[config.mk]
export PLATFORM = sky130hd
export DESIGN_NAME = descending_table_interpolator
export DESIGN_NICKNAME = d
export VERILOG_FILES = /design/src/rtl/core/dti_pkg.sv /design/src/rtl/core/descending_table_interpolator.sv /design/src/rtl/core/dti_ram.sv /design/src/rtl/core/dti_front.sv /design/src/rtl/core/dti_div.sv /design/src/rtl/core/dti_back.sv
export VERILOG_INCLUDE_DIRS = /design/src /design/src/rtl/core
export SDC_FILE = /design/constraint.sdc
export NUM_CORES = 2
export LEC_CHECK = 0
export BUFFER_PORTS_ARGS = -buffer_cell sky130_fd_sc_hd__buf_4
export CAP_MARGIN = 25
export CORE_MARGIN = 10
export CORE_UTILIZATION = 40
export DETAILED_ROUTE_END_ITERATION = 6
export GPL_TIMING_DRIVEN = 0
export PLACE_DENSITY = 0.57
export SLEW_MARGIN = 40
export SYNTH_ARGS = -nofsm -noshare
export SYNTH_HDL_FRONTEND = slang
export SYNTH_HIERARCHICAL = 1
export SYNTH_SLANG_ARGS = --single-unit
[constraint.sdc]
create_clock -name clk -period 5 [get_ports clk]
set_input_delay 0.75 -clock clk [delete_from_list [all_inputs] [get_ports clk]]
set_output_delay 0.75 -clock clk [all_outputs]
set_load 0.05 [all_outputs]
[src/rtl/core/assert_macros.svh]
// Assertion macros shared by the RTL files of the table interpolator.
`ifndef ASSERT_MACROS_SVH
`define ASSERT_MACROS_SVH
`ifndef NO_ASSERTIONS
// Same-cycle implication, checked at every rising clock edge outside reset.
`define ASSERT_IMPLY(label, clk_s, rst_s, ante, cons) \
    label: assert property (@(posedge clk_s) disable iff (!rst_s) (ante) |-> (cons)) \
        else $error("implication check failed");
// Next-cycle implication, checked at every rising clock edge outside reset.
`define ASSERT_IMPLY_NEXT(label, clk_s, rst_s, ante, cons) \
    label: assert property (@(posedge clk_s) disable iff (!rst_s) (ante) |=> (cons)) \
        else $error("next-cycle check failed");
`else
`define ASSERT_IMPLY(label, clk_s, rst_s, ante, cons)
`define ASSERT_IMPLY_NEXT(label, clk_s, rst_s, ante, cons)
`endif
`endif

[src/rtl/core/dti_pkg.sv]
// Shared types, constants and codes of the descending table interpolator.
package dti_pkg;

    localparam int TABLE_DEPTH_DEFAULT = 128;
    localparam int QUEUE_DEPTH         = 2;
    localparam int VALUE_W             = 24;
    localparam int INDEX_W             = 7;
    localparam int TEMP_W              = 17;
    localparam int FRAC_W              = 9;
    localparam int DIV_STEPS           = 9;
    // Dividend (reading - low) * 512 + span and divisor 2 * span.
    localparam int NUM_W               = 34;
    localparam int DEN_W               = 25;

    localparam logic signed [7:0] START_RESET   = -8'sd10;
    localparam logic [7:0]        ENTRIES_RESET = 8'd128;

    localparam int TEMP_MIN = -32768;
    localparam int TEMP_MAX = 65535;

    localparam logic CMD_LOAD   = 1'b0;
    localparam logic CMD_LOOKUP = 1'b1;

    localparam logic REG_START   = 1'b0;
    localparam logic REG_ENTRIES = 1'b1;

    typedef struct packed {
        logic                command;
        logic [INDEX_W-1:0]  entry_index;
        logic [VALUE_W-1:0]  entry_value;
        logic [VALUE_W-1:0]  search_value;
    } in_item_t;

    typedef struct packed {
        logic signed [TEMP_W-1:0] temperature_q8;
        logic                     above_first;
        logic                     below_last;
    } out_item_t;

    typedef struct packed {
        logic signed [7:0] start_temperature;
        logic [7:0]        entries_in_use;
    } cfg_t;

    typedef struct packed {
        logic                lookup;
        logic [INDEX_W-1:0]  index;
        logic [VALUE_W-1:0]  value;
    } queue_entry_t;

    typedef struct packed {
        logic              start;
        logic [NUM_W-1:0]  dividend;
        logic [DEN_W-1:0]  divisor;
    } div_req_t;

    typedef struct packed {
        logic              done;
        logic [FRAC_W-1:0] quotient;
    } div_rsp_t;

    typedef enum logic [1:0] {
        ST_IDLE,
        ST_SCAN,
        ST_DIVIDE,
        ST_FINISH
    } back_state_t;

endpackage

[src/rtl/core/descending_table_interpolator.sv]
// Top level of the descending table interpolator: register port, front, back, RAM, divider.
//
// The block turns a resistance reading into a temperature by linear interpolation
// in a table of resistances that falls as temperature rises. A transaction is
// accepted at a rising edge with start high and busy low. A load transaction
// writes one table word and gives no result; a lookup transaction gives one
// result, shown on result for exactly one cycle while done is high. The receiver
// cannot hold results off, so a result is simply taken in the cycle it appears.
// Accepted transactions enter a two-entry queue; busy is high while it is full.
// The back end takes one transaction at a time from the queue. A load is written
// to the table from the idle state. A lookup that stops at table index i gives its
// result after the scan reaches i if a flag is raised, and after the divider too if
// it interpolates, plus any time spent waiting behind earlier transactions. The
// scan reads one table word per cycle through the RAM's registered read port and
// the fraction takes one divider step per cycle for nine quotient bits.
// Registers: start_temperature at byte address 0, entries_in_use at address 4.
// Reset empties the queue, idles the back end and restores the register defaults
// (start temperature -10, 128 entries); the table holds no defined data until
// it is loaded.
`include "assert_macros.svh"
module descending_table_interpolator
    import dti_pkg::*;
#(
    parameter int TABLE_DEPTH = TABLE_DEPTH_DEFAULT
) (
    input  logic        clk,
    input  logic        rst_n,
    input  logic        start,
    output logic        busy,
    input  in_item_t    item,
    output logic        done,
    output out_item_t   result,
    input  logic        psel,
    input  logic        penable,
    input  logic        pwrite,
    input  logic [2:0]  paddr,
    input  logic [31:0] pwdata,
    output logic [31:0] prdata,
    output logic        pready
);

    localparam int AW = $clog2(TABLE_DEPTH);

    logic signed [7:0] start_temperature_reg, start_temperature_next;
    logic [7:0]        entries_in_use_reg, entries_in_use_next;
    logic              cfg_write;
    cfg_t              cfg;

    queue_entry_t      head;
    logic              head_valid;
    logic              pop;
    logic              ram_wr_en;
    logic [AW-1:0]     ram_wr_addr;
    logic [VALUE_W-1:0] ram_wr_data;
    logic [AW-1:0]     ram_rd_addr;
    logic [VALUE_W-1:0] ram_rd_data;
    div_req_t          div_req;
    div_rsp_t          div_rsp;

    // The register port never waits, so every access completes in its access phase.
    assign pready    = 1'b1;
    assign cfg_write = psel && penable && pwrite && pready;

    always_comb
    begin
        start_temperature_next = start_temperature_reg;
        entries_in_use_next    = entries_in_use_reg;
        if (cfg_write)
        begin
            unique case (paddr[2])
                REG_START:   start_temperature_next = signed'(pwdata[7:0]);
                REG_ENTRIES: entries_in_use_next    = pwdata[7:0];
                default:     entries_in_use_next    = entries_in_use_reg;
            endcase
        end
    end

    always_ff @(posedge clk or negedge rst_n)
    begin
        if (!rst_n)
        begin
            start_temperature_reg <= START_RESET;
            entries_in_use_reg    <= ENTRIES_RESET;
        end
        else
        begin
            start_temperature_reg <= start_temperature_next;
            entries_in_use_reg    <= entries_in_use_next;
        end
    end

    // Reads return the start temperature sign-extended and the entry count as is.
    always_comb
    begin
        unique case (paddr[2])
            REG_START:   prdata = 32'(start_temperature_reg);
            REG_ENTRIES: prdata = 32'(entries_in_use_reg);
            default:     prdata = '0;
        endcase
    end

    assign cfg.start_temperature = start_temperature_reg;
    assign cfg.entries_in_use    = entries_in_use_reg;

    dti_front #(
        .TABLE_DEPTH (TABLE_DEPTH)
    ) u_front (
        .clk        (clk),
        .rst_n      (rst_n),
        .start      (start),
        .busy       (busy),
        .item       (item),
        .head       (head),
        .head_valid (head_valid),
        .pop        (pop)
    );

    dti_ram #(
        .WIDTH (VALUE_W),
        .DEPTH (TABLE_DEPTH)
    ) u_table (
        .clk     (clk),
        .wr_en   (ram_wr_en),
        .wr_addr (ram_wr_addr),
        .wr_data (ram_wr_data),
        .rd_addr (ram_rd_addr),
        .rd_data (ram_rd_data)
    );

    dti_div u_div (
        .clk   (clk),
        .rst_n (rst_n),
        .req   (div_req),
        .rsp   (div_rsp)
    );

    dti_back #(
        .TABLE_DEPTH (TABLE_DEPTH)
    ) u_back (
        .clk         (clk),
        .rst_n       (rst_n),
        .cfg         (cfg),
        .head        (head),
        .head_valid  (head_valid),
        .pop         (pop),
        .ram_wr_en   (ram_wr_en),
        .ram_wr_addr (ram_wr_addr),
        .ram_wr_data (ram_wr_data),
        .ram_rd_addr (ram_rd_addr),
        .ram_rd_data (ram_rd_data),
        .div_req     (div_req),
        .div_rsp     (div_rsp),
        .done        (done),
        .result      (result)
    );

    // A result never carries both flags.
    `ASSERT_IMPLY(a_flags_exclusive, clk, rst_n, done, !(result.above_first && result.below_last))
    // Each lookup yields a single strobe, so done never stays high into the cycle after it.
    `ASSERT_IMPLY_NEXT(a_done_single, clk, rst_n, done, !done)
    // A reading at or above the first entry returns the start temperature in whole degrees.
    `ASSERT_IMPLY(a_above_value, clk, rst_n, done && result.above_first, result.temperature_q8 == (start_temperature_reg * 17'sd256))
    // The back end only takes a transaction that the queue actually holds.
    `ASSERT_IMPLY(a_pop_valid, clk, rst_n, pop, head_valid)

endmodule

[src/rtl/core/dti_ram.sv]
// Generic single-write, single-read RAM with a registered read port.
module dti_ram
    import dti_pkg::*;
#(
    parameter int WIDTH = VALUE_W,
    parameter int DEPTH = TABLE_DEPTH_DEFAULT
) (
    input  logic                     clk,
    input  logic                     wr_en,
    input  logic [$clog2(DEPTH)-1:0] wr_addr,
    input  logic [WIDTH-1:0]         wr_data,
    input  logic [$clog2(DEPTH)-1:0] rd_addr,
    output logic [WIDTH-1:0]         rd_data
);

    logic [WIDTH-1:0] mem_reg [DEPTH];
    logic [WIDTH-1:0] rd_data_reg;

    always_ff @(posedge clk)
    begin
        if (wr_en)
        begin
            mem_reg[wr_addr] <= wr_data;
        end
        rd_data_reg <= mem_reg[rd_addr];
    end

    assign rd_data = rd_data_reg;

endmodule

[src/rtl/core/dti_front.sv]
// Front end: accepts transactions, drops out-of-range loads and queues the rest.
module dti_front
    import dti_pkg::*;
#(
    parameter int TABLE_DEPTH = TABLE_DEPTH_DEFAULT
) (
    input  logic         clk,
    input  logic         rst_n,
    input  logic         start,
    output logic         busy,
    input  in_item_t     item,
    output queue_entry_t head,
    output logic         head_valid,
    input  logic         pop
);

    localparam int AW  = $clog2(TABLE_DEPTH);
    localparam int CW  = (AW + 1 > INDEX_W) ? AW + 1 : INDEX_W;
    localparam int QAW = (QUEUE_DEPTH > 1) ? $clog2(QUEUE_DEPTH) : 1;
    localparam int QCW = $clog2(QUEUE_DEPTH + 1);

    queue_entry_t   slot_reg [QUEUE_DEPTH];
    queue_entry_t   entry;
    logic [QAW-1:0] wr_ptr_reg, wr_ptr_next;
    logic [QAW-1:0] rd_ptr_reg, rd_ptr_next;
    logic [QCW-1:0] count_reg, count_next;
    logic           accept;
    logic           keep;
    logic           push;
    logic           do_pop;

    assign busy       = (count_reg == QCW'(QUEUE_DEPTH));
    assign accept     = start && !busy;
    // A load beyond the table is accepted but has no effect.
    assign keep       = (item.command == CMD_LOOKUP) ||
                        (CW'(item.entry_index) < CW'(TABLE_DEPTH));
    assign push       = accept && keep;
    assign head_valid = (count_reg != '0);
    assign do_pop     = pop && head_valid;
    assign head       = slot_reg[rd_ptr_reg];

    always_comb
    begin
        entry.lookup = (item.command == CMD_LOOKUP);
        entry.index  = item.entry_index;
        entry.value  = (item.command == CMD_LOOKUP) ? item.search_value : item.entry_value;

        wr_ptr_next = wr_ptr_reg;
        rd_ptr_next = rd_ptr_reg;
        if (push)
        begin
            wr_ptr_next = (wr_ptr_reg == QAW'(QUEUE_DEPTH - 1)) ? '0 : wr_ptr_reg + 1'b1;
        end
        if (do_pop)
        begin
            rd_ptr_next = (rd_ptr_reg == QAW'(QUEUE_DEPTH - 1)) ? '0 : rd_ptr_reg + 1'b1;
        end
        count_next = count_reg + QCW'(push) - QCW'(do_pop);
    end

    always_ff @(posedge clk or negedge rst_n)
    begin
        if (!rst_n)
        begin
            wr_ptr_reg <= '0;
            rd_ptr_reg <= '0;
            count_reg  <= '0;
        end
        else
        begin
            wr_ptr_reg <= wr_ptr_next;
            rd_ptr_reg <= rd_ptr_next;
            count_reg  <= count_next;
        end
    end

    always_ff @(posedge clk)
    begin
        if (push)
        begin
            slot_reg[wr_ptr_reg] <= entry;
        end
    end

endmodule

[src/rtl/core/dti_div.sv]
// Restoring divider that yields one quotient bit per cycle for the fraction.
module dti_div
    import dti_pkg::*;
(
    input  logic     clk,
    input  logic     rst_n,
    input  div_req_t req,
    output div_rsp_t rsp
);

    localparam int CNT_W = $clog2(DIV_STEPS + 1);

    logic [NUM_W-1:0]  rem_reg, rem_next;
    logic [NUM_W-1:0]  den_reg, den_next;
    logic [FRAC_W-1:0] quo_reg, quo_next;
    logic [CNT_W-1:0]  cnt_reg, cnt_next;
    logic              done_reg, done_next;
    logic [NUM_W-1:0]  diff;
    logic              take;

    assign diff = rem_reg - den_reg;
    assign take = (rem_reg >= den_reg);

    always_comb
    begin
        rem_next  = rem_reg;
        den_next  = den_reg;
        quo_next  = quo_reg;
        cnt_next  = cnt_reg;
        done_next = 1'b0;
        if (req.start)
        begin
            rem_next = req.dividend;
            den_next = NUM_W'(req.divisor) << (DIV_STEPS - 1);
            quo_next = '0;
            cnt_next = CNT_W'(DIV_STEPS);
        end
        else if (cnt_reg != '0)
        begin
            if (take)
            begin
                rem_next = diff;
            end
            quo_next  = {quo_reg[FRAC_W-2:0], take};
            den_next  = den_reg >> 1;
            cnt_next  = cnt_reg - 1'b1;
            done_next = (cnt_reg == CNT_W'(1));
        end
    end

    always_ff @(posedge clk or negedge rst_n)
    begin
        if (!rst_n)
        begin
            cnt_reg  <= '0;
            done_reg <= 1'b0;
        end
        else
        begin
            cnt_reg  <= cnt_next;
            done_reg <= done_next;
        end
    end

    always_ff @(posedge clk)
    begin
        rem_reg <= rem_next;
        den_reg <= den_next;
        quo_reg <= quo_next;
    end

    assign rsp.done     = done_reg;
    assign rsp.quotient = quo_reg;

endmodule

[src/rtl/core/dti_back.sv]
// Back end: table writes, the linear scan, the fraction request and result assembly.
module dti_back
    import dti_pkg::*;
#(
    parameter int TABLE_DEPTH = TABLE_DEPTH_DEFAULT
) (
    input  logic                           clk,
    input  logic                           rst_n,
    input  cfg_t                           cfg,
    input  queue_entry_t                   head,
    input  logic                           head_valid,
    output logic                           pop,
    output logic                           ram_wr_en,
    output logic [$clog2(TABLE_DEPTH)-1:0] ram_wr_addr,
    output logic [VALUE_W-1:0]             ram_wr_data,
    output logic [$clog2(TABLE_DEPTH)-1:0] ram_rd_addr,
    input  logic [VALUE_W-1:0]             ram_rd_data,
    output div_req_t                       div_req,
    input  div_rsp_t                       div_rsp,
    output logic                           done,
    output out_item_t                      result
);

    localparam int AW = $clog2(TABLE_DEPTH);
    localparam int CW = (AW + 1 > 8) ? AW + 1 : 8;
    localparam int TW = (AW + 11 > TEMP_W + 1) ? AW + 11 : TEMP_W + 1;
    localparam logic signed [TW-1:0] TMIN = TW'(TEMP_MIN);
    localparam logic signed [TW-1:0] TMAX = TW'(TEMP_MAX);

    back_state_t       state_reg, state_next;
    logic [AW-1:0]     idx_reg, idx_next;
    logic [AW-1:0]     last_reg, last_next;
    logic [VALUE_W-1:0] reading_reg, reading_next;
    logic [VALUE_W-1:0] prev_reg, prev_next;
    logic [FRAC_W-1:0] frac_reg, frac_next;
    logic              above_reg, above_next;
    logic              below_reg, below_next;
    logic              done_reg, done_next;
    out_item_t         result_reg, result_next;

    logic [CW-1:0]     n_in;
    logic [CW-1:0]     n_eff;
    logic [AW-1:0]     last_idx;
    logic              hit;
    logic [VALUE_W-1:0] span;
    logic [VALUE_W-1:0] offset;
    logic signed [TW-1:0] base_w;
    logic signed [TW-1:0] idx_w;
    logic signed [TW-1:0] whole;
    logic signed [TW-1:0] temp;
    logic signed [TW-1:0] clamped;

    // Scan length: zero counts as one, anything past the table as the whole table.
    always_comb
    begin
        n_in = CW'(cfg.entries_in_use);
        priority if (n_in == '0)
        begin
            n_eff = CW'(1);
        end
        else if (n_in > CW'(TABLE_DEPTH))
        begin
            n_eff = CW'(TABLE_DEPTH);
        end
        else
        begin
            n_eff = n_in;
        end
        last_idx = AW'(n_eff - CW'(1));
    end

    assign hit    = (reading_reg >= ram_rd_data);
    assign span   = prev_reg - ram_rd_data;
    assign offset = reading_reg - ram_rd_data;

    assign div_req.start    = (state_reg == ST_SCAN) && hit && (idx_reg != '0);
    assign div_req.dividend = NUM_W'({offset, 9'b0}) + NUM_W'(span);
    assign div_req.divisor  = {span, 1'b0};

    // Temperature of the current index minus the fraction, clamped to TEMP_MIN..TEMP_MAX.
    always_comb
    begin
        base_w = TW'(cfg.start_temperature);
        idx_w  = signed'(TW'(idx_reg));
        whole  = base_w + idx_w;
        temp   = (whole <<< 8) - signed'(TW'(frac_reg));
        priority if (temp < TMIN)
        begin
            clamped = TMIN;
        end
        else if (temp > TMAX)
        begin
            clamped = TMAX;
        end
        else
        begin
            clamped = temp;
        end
    end

    assign ram_wr_en   = (state_reg == ST_IDLE) && head_valid && !head.lookup;
    assign ram_wr_addr = AW'(head.index);
    assign ram_wr_data = head.value;
    assign ram_rd_addr = idx_next;

    always_comb
    begin
        state_next   = state_reg;
        idx_next     = idx_reg;
        last_next    = last_reg;
        reading_next = reading_reg;
        prev_next    = prev_reg;
        frac_next    = frac_reg;
        above_next   = above_reg;
        below_next   = below_reg;
        done_next    = 1'b0;
        result_next  = result_reg;
        pop          = 1'b0;
        unique case (state_reg)
            ST_IDLE:
            begin
                idx_next = '0;
                if (head_valid)
                begin
                    pop = 1'b1;
                    if (head.lookup)
                    begin
                        reading_next = head.value;
                        last_next    = last_idx;
                        above_next   = 1'b0;
                        below_next   = 1'b0;
                        state_next   = ST_SCAN;
                    end
                end
            end
            ST_SCAN:
            begin
                priority if (hit && (idx_reg == '0))
                begin
                    above_next = 1'b1;
                    frac_next  = '0;
                    state_next = ST_FINISH;
                end
                else if (hit)
                begin
                    state_next = ST_DIVIDE;
                end
                else if (idx_reg == last_reg)
                begin
                    below_next = 1'b1;
                    frac_next  = '0;
                    state_next = ST_FINISH;
                end
                else
                begin
                    prev_next = ram_rd_data;
                    idx_next  = idx_reg + 1'b1;
                end
            end
            ST_DIVIDE:
            begin
                if (div_rsp.done)
                begin
                    frac_next  = div_rsp.quotient;
                    state_next = ST_FINISH;
                end
            end
            ST_FINISH:
            begin
                done_next                  = 1'b1;
                result_next.temperature_q8 = TEMP_W'(clamped);
                result_next.above_first    = above_reg;
                result_next.below_last     = below_reg;
                state_next                 = ST_IDLE;
            end
            default:
            begin
                state_next = ST_IDLE;
            end
        endcase
    end

    always_ff @(posedge clk or negedge rst_n)
    begin
        if (!rst_n)
        begin
            state_reg <= ST_IDLE;
            done_reg  <= 1'b0;
        end
        else
        begin
            state_reg <= state_next;
            done_reg  <= done_next;
        end
    end

    always_ff @(posedge clk)
    begin
        idx_reg     <= idx_next;
        last_reg    <= last_next;
        reading_reg <= reading_next;
        prev_reg    <= prev_next;
        frac_reg    <= frac_next;
        above_reg   <= above_next;
        below_reg   <= below_next;
        result_reg  <= result_next;
    end

    assign done   = done_reg;
    assign result = result_reg;

endmodule

# Yosys cells after proc, flatten, opt, wreduce, memory -nomap -nowiden

Memories as Yosys holds them, arrays and structs flattened. A register that Yosys moved wholly into a read port is not among the register bits.
Cells that the tools add are included.

Register bits: 196
Bits in writable memories: 3136
Output and inout port bits: 54
Word-level logic and storage cells: 142
Memories kept: 2

Add/sub/neg operators: 13
$lt $le $gt $ge: 5
Equal/unequal tests: 16
Multiplexer cells: 47
Bitwise operators: 4
Reduce and logical (&&, ||, !) cells: 31

Memories:

| memory           | words | width | rd ports | clocked after memory_dff | write ports | RTL line        | text |
|---|---|---|---|---|---|---|---|
| u_table.mem_reg  | 128   | 24    | 1        | 1                        | 1           | dti_ram.sv:16   | `logic [WIDTH-1:0] mem_reg [DEPTH];` |
| u_front.slot_reg | 2     | 32    | 1        | 0                        | 1           | dti_front.sv:22 | `queue_entry_t slot_reg [QUEUE_DEPTH];` |

Operators with widths:

| kind                                                             | count |
|---|---|
| 2-to-1 mux 34 bit                                                | 3 |
| 2-to-1 mux 33 bit                                                | 2 |
| case mux 32 bit (2 select lines)                                 | 1 |
| subtractor 24 bit                                                | 2 |
| 2-to-1 mux 9 bit                                                 | 4 |
| 2-to-1 mux 7 bit                                                 | 5 |
| adder 33 x 24 -> 34 bit                                          | 1 |
| >= comparator 34 x 33 -> 1 bit                                   | 1 |
| subtractor 34 x 33 -> 34 bit                                     | 1 |
| >= comparator 24 bit                                             | 1 |
| 2-to-1 mux 24 bit                                                | 1 |
| greater-than comparator 18 x 17 -> 1 bit (second input constant) | 1 |
| less-than comparator 18 x 16 -> 1 bit (second input constant)    | 1 |
| case mux 9 bit (2 select lines)                                  | 1 |
| subtractor 17 x 10 -> 18 bit                                     | 1 |
| 2-to-1 mux 1 bit                                                 | 17 |
| 2-to-1 mux 17 bit                                                | 1 |
| AND reduction 4 bit                                              | 4 |
| case mux 7 bit (2 select lines)                                  | 1 |
| 2-to-1 mux 2 bit                                                 | 6 |
| != test 2 bit (second input constant)                            | 5 |
| nonzero test 2 bit                                               | 5 |
| adder 8 x 8 -> 9 bit                                             | 1 |
| logical AND 1 bit                                                | 9 |
| 28 further kinds                                                 | 41 |

# Logic depth before layout (Yosys ltp)

Depth in word-level cells: 5
Depth in mapped cells: 24
Mapped depth without buffers: 24

# By module

The synthesis kept the hierarchy.

Modules (own cells, without submodules):

| module                        | instances | cells each | area an instance (um^2) | seq. area each (um^2) |
|---|---|---|---|---|
| dti_ram                       | 1         | 4538       | 117381.3                | 92728.9 |
| dti_back                      | 1         | 821        | 7753.7                  | 2767.7 |
| dti_div                       | 1         | 629        | 5676.7                  | 2237.1 |
| dti_front                     | 1         | 145        | 3020.4                  | 2021.9 |
| descending_table_interpolator | 1         | 69         | 925.9                   | 409.1 |

# Worst setup path before layout

Ideal clock, no wire load.

Path kind: register to register
Start point: reg u_back.reading_reg[0]
End point: reg u_table.rd_data_reg[10], in the netlist u_table/rd_data[10] (read register of u_table.mem_reg)
Library setup time: 0.121 ns
Arrival: 5.362 ns
Required time: 4.879 ns
Slack: -0.482 ns
Cell stages (with the launch flop): 22
Path buffers: 4
Period minus slack after synthesis: 5.482 ns
Cell sequence: edfxtp_1 > inv_1 > ha_1 > inv_1 > fa_1 > a21o_1 > a31o_1 > a21oi_4 > o21ai_2 > o211ai_2 > a21boi_1 > nor4b_2 > buf_4 > nand2_1 > mux2i_1 > clkbuf_1 > clkbuf_1 > buf_1 > mux4_2 > mux4_2 > mux4_2 > mux2_2

Longest elaborated chain between the ends: 4
Elaborated cells between the ends (all ways): 5
Those cells by class: 1 x order compare; 3 x mux; 1 x reduce/logical

Ends and longest elaborated chain:

| item                                                  | RTL line                            | text |
|---|---|---|
| start, declared                                       | dti_back.sv:33                      | `logic [VALUE_W-1:0] reading_reg, reading_next;` |
| start signal, assigned                                | dti_back.sv:201                     | `reading_reg <= reading_next;` |
| >= comparator 24 bit (*)                              | dti_back.sv:72                      | `assign hit = (reading_reg >= ram_rd_data);` |
| 2-to-1 mux 7 bit or logical AND 1 bit (tied branches) | dti_back.sv:144, dti_back.sv:138    |  |
| 2-to-1 mux 7 bit (*)                                  | dti_back.sv:138                     | `priority if (hit && (idx_reg == '0))` |
| case mux 7 bit (2 select lines) (*)                   | dti_back.sv:119                     | `unique case (state_reg)` |
| net ram_rd_addr[2]                                    | descending_table_interpolator.sv:55 | `logic [AW-1:0] ram_rd_addr;` |
| end, declared                                         | dti_ram.sv:17                       | `logic [WIDTH-1:0] rd_data_reg;` |

The timed path passes the listed nets; every way through them passes the cells marked *.
A chain may end at the register's enable or synchronous reset.

# Worst setup path in the final report

Same ends and word-level chain as after synthesis.

==> impl_metrics.py <==
metrics = {
    "final_layout": {
        "final_layout_size_suffix_gt1_share_pct": 36.5,
        "synthToLayoutAreaGrowth_pct": 19.8,
        "utilization_pct": 48.0,
        "nFillCells": 27200,
        "num-nets-final": 7250,
        "largest_reg_flops": 3072,
    },
    "global_routing": {
        "grt_pass1_wl_mm": 521,
        "track_usage_pct": 19.9,
        "grt_start_max_net_pins": 129,
        "grt_pass1_vias": 68200,
        "grt_overflow_total": 0,
        "antenna_found_initial": 45,
    },
    "setup_path": {
        "reg2reg_slack_ps": -1120,
        "critical_path_class": "register to register",
        "rr_worst_depth": 23,
        "endpoint_kind": "register",
        "cp.arrival_ps": 6940,
        "max_stage_delay_ps": 700,
        "rr_startpoint": "u_back/reading_reg[0]",
        "worstPathCellList": "inv_2 > ha_4 > inv_2 > fa_2 > a21o_1 > a31o_1 > a21oi_4 > o21ai_4 > o211ai_2 > a21boi_4 > nor4b_4 > clkbuf_16 > mux2i_4 > buf_8 > buf_16 > buf_12 > buf_16 > buf_12 > buf_12 > mux4_2 > mux4_2 > mux4_2 > mux2_4",
        "path_max_fanout": 7,
        "cp-startpoint": "u_back/reading_reg[0]",
        "cp-endpoint": "u_table/rd_data[10]",
        "cp_data_required_time_ps": 5810,
        "slowest_stage": "mux4_2",
        "timing.rr.end": "u_table/rd_data[10]",
        "critPathLaunchType": "register",
    },
    "drt": {
        "vias": 68000,
        "post-route-drc-count": 0,
        "drt-total-wl_mm": 370,
        "wl_met2_mm": 177,
        "wl_per_cell_um": 31.3,
        "firstDrtPassIters": 7,
        "antenna_left": 0,
        "top_layer_used": "met5",
        "drtIter0Drc": 8384,
        "vias_per_cell": 5.75,
        "dr_wl_met3_mm": 30.7,
        "wl_met1_mm": 152,
    },
    "die": {
        "ios": 151,
        "start_util_pct": 40.1,
        "design.die.area_um2": 361000,
        "fp.dieW_um": 600,
        "num_rows": 213,
        "fp.dieH_um": 600,
        "fp.coreArea_um2": 336000,
    },
    "synth": {
        "ys_ff_latch": 3356,
        "syn_area_per_cell_um2": 21.7,
        "async_reset_ff_share_pct": 0.834,
        "ys_seq_area_share_pct": 74.3,
        "synth_cells": 6202,
        "synth_warnings": 6,
        "synth.distinct_cells": 112,
        "synth_ff_type": "edfxtp_1",
        "netlist_area_um2": 135000,
        "synth_edf_count": 3280,
        "synth_nets": 6421,
    },
    "power": {
        "p_comb_share_pct": 40.9,
        "leakagePower_nw": 51.0,
        "switching_power_mw": 35.3,
        "switching_share_pct": 34.0,
        "seq_power_share_pct": 34.9,
        "power_frac_clock_pct": 24.2,
        "ir_worst_vdd_uv": 598,
        "internal_power_mw": 68.3,
        "p_per_area_nw_per_um2": 641,
    },
    "flow_run": {
        "cap_violations": 0,
    },
    "hold_path": {
        "min_path_type": "input pin to register",
    },
    "placement": {
        "port_buffers": 123,
        "dp_hpwl_mm": 252,
        "place_ws_ps": -2870,
        "place_congestion": 0.993,
    },
    "clock_tree": {
        "clockBufferDepth": 4,
        "cts_max_level": 5,
        "cts_buffers": 351,
        "cts_tree": "yes",
        "insertion_delay_ps": 940,
        "clkSlewWorstSetupHoldPaths_ps": 60,
        "cts_root_buffer": "clkbuf_16",
        "clock_sinks": 3356,
    },
    "timing": {
        "grt_setup_unrepaired": "yes",
        "max_freq_ghz": 0.163,
        "drv_slew": 0,
        "worst_pin_slew_ps": 901,
        "skew_ps": 64.4,
        "setup_viol": 32,
        "fin_crit_ps": 6120,
        "final.period_utilization_pct": 122,
        "hold_viol": 0,
        "slew_headroom_pct": 38.2,
        "finalWorstSetupSlack_ps": -1120,
    },
    "outcome": {
        "violations": "negative setup slack",
        "status": "finished, violations left",
    },
}
worst max-delay path: cells and delay by family, from the launching register on:
family	cells	cell delay [ps]
multiplexers	5	2460
AND/OR/NAND/NOR	1	370
adder cells (fa/ha/maj)	2	480
AO/OA/AOI/OAI	6	1060
buffers and inverters	9	1200
flip-flops	1	380
layer usage:
| metal | vias up | track usage, % |
|---|---|---|
| met3 | 503 | 3.68 |
| met1 | 37100 | 28.1 |
| li1 | 27700 | - |
| met2 | 2760 | 32.1 |
| met5 | - | 0 |
| met4 | 8 | 5.44 |
how the worst min path moves through the flow:
stage	startpoint	cells past startpoint	end
finish	item[53]	1	u_front/slot_reg[0][29]
global route	item[53]	1	u_front/slot_reg[0][29]
CTS	item[55]	1	u_front/slot_reg[0][31]
detailed placement	u_table/rd_data[11]	0	u_back/prev_reg[11]
global placement	u_back/below_reg	0	u_back/result[0]
floorplan	u_back/below_reg	0	u_back/result[0]
what timing repair did:
item	in CTS	in global routing
gates resized for setup	240	101
hold buffers	4	0
gates cloned	12	8
setup buffers	96	24
endpoints found under the setup margin	38	61
pin swaps	36	40
endpoints found under the hold margin	27	0
area by class of cell:
class | instances | area [µm²] | share of cell area (%)
flip-flops and latches | 3356 | 100000 | 62.0
multi-input cells | 2380 | 34000 | 21.1
clock buffers | 451 | 9390 | 5.81
repair buffers | 481 | 6750 | 4.18
well taps | 4515 | 5650 | 3.50
plain buffers | 356 | 3490 | 2.16
clock inverters | 182 | 1580 | 0.976
inverters | 105 | 399 | 0.247
diodes | 11 | 27.5 | 0.0170
stage by stage:
| step | power, mW | cells | cell area [µm²] | hold WS, ps | TNS [ps] |
|---|---|---|---|---|---|
| floorplan | 60.6 | 6202 | 136000 | 400 | -1970 |
| global placement | 72.7 | 10800 | 142000 | 407 | -3350170 |
| global route | 108 | 11800 | 161000 | 61.0 | -30230 |
| CTS | 103 | 11800 | 160000 | 18.1 | -27960 |
| finish | 104 | 11800 | 161000 | 60.2 | -26600 |
| detailed placement | 74.0 | 11000 | 147000 | 416 | -74880 |
cells in the mapped netlist, types with 7 or more instances:
master / n / share of area [%]
o21a_1: 14 / 0.078
dfxtp_1: 48 / 0.71
nor4_1: 8 / 0.037
xnor2_1: 72 / 0.47
buf_6: 12 / 0.10
xor2_1: 36 / 0.23
buf_4: 74 / 0.41
nor2_1: 213 / 0.59
a31oi_1: 10 / 0.046
buf_2: 67 / 0.25
a21o_1: 30 / 0.17
o21bai_1: 12 / 0.067
nand2_1: 181 / 0.50
edfxtp_1: 3280 / 73
nand3_1: 43 / 0.16
nand2b_1: 23 / 0.11
dfstp_2: 7 / 0.14
nor2b_1: 16 / 0.074
a211oi_1: 11 / 0.061
nand4_1: 27 / 0.13
buf_1: 28 / 0.078
mux2_4: 49 / 0.55
mux4_2: 1008 / 17
dfrtp_1: 21 / 0.39
ha_1: 117 / 1.1
mux2_2: 55 / 0.46
o21ai_1: 10 / 0.037
inv_1: 105 / 0.29
o21ai_0: 73 / 0.27
and2_1: 17 / 0.079
and3_1: 8 / 0.037
o31ai_1: 33 / 0.18
a21oi_1: 115 / 0.43
clkbuf_1: 173 / 0.48
nor3_1: 43 / 0.16
mux2i_1: 9 / 0.067
power by group through the flow:
stage / registers [mW] / logic [mW] / clock network [mW]
6_report: 36.2 / 42.3 / 25.0
5_1_grt: 36.3 / 44.8 / 26.6
4_1_cts: 36.2 / 40.8 / 25.5
3_5_place_dp: 36.8 / 37.2 / 0
3_3_place_gp: 37.0 / 35.7 / 0
2_1_floorplan: 36.9 / 23.8 / 0
logic make-up after synthesis:
group,Yosys count,synth area share [%]
flip-flops,3356,74.3
AO/OA/AOI/OAI,392,1.96
XOR/XNOR,108,0.702
multiplexers,1122,17.9
adder cells (fa/ha/maj),122,1.16
other,2,0.00557
buffers and inverters,466,1.68
AND/OR/NAND/NOR,634,2.24
placed cells by master (no fill, tap or decap), types with 55 or more instances in the layout:
master	instances
edfxtp_1	3280
mux4_2	1008
clkbuf_16	370
buf_4	290
nand2_1	174
clkbuf_1	129
buf_8	126
nor2_4	122
buf_16	113
a21oi_1	105
ha_1	105
inv_1	102
nor2_1	87
clkinv_1	76
mux2_4	69
o21ai_0	66
xnor2_1	63
clkbuf_2	60
buf_12	55
Power figures use the tool's default switching activity.
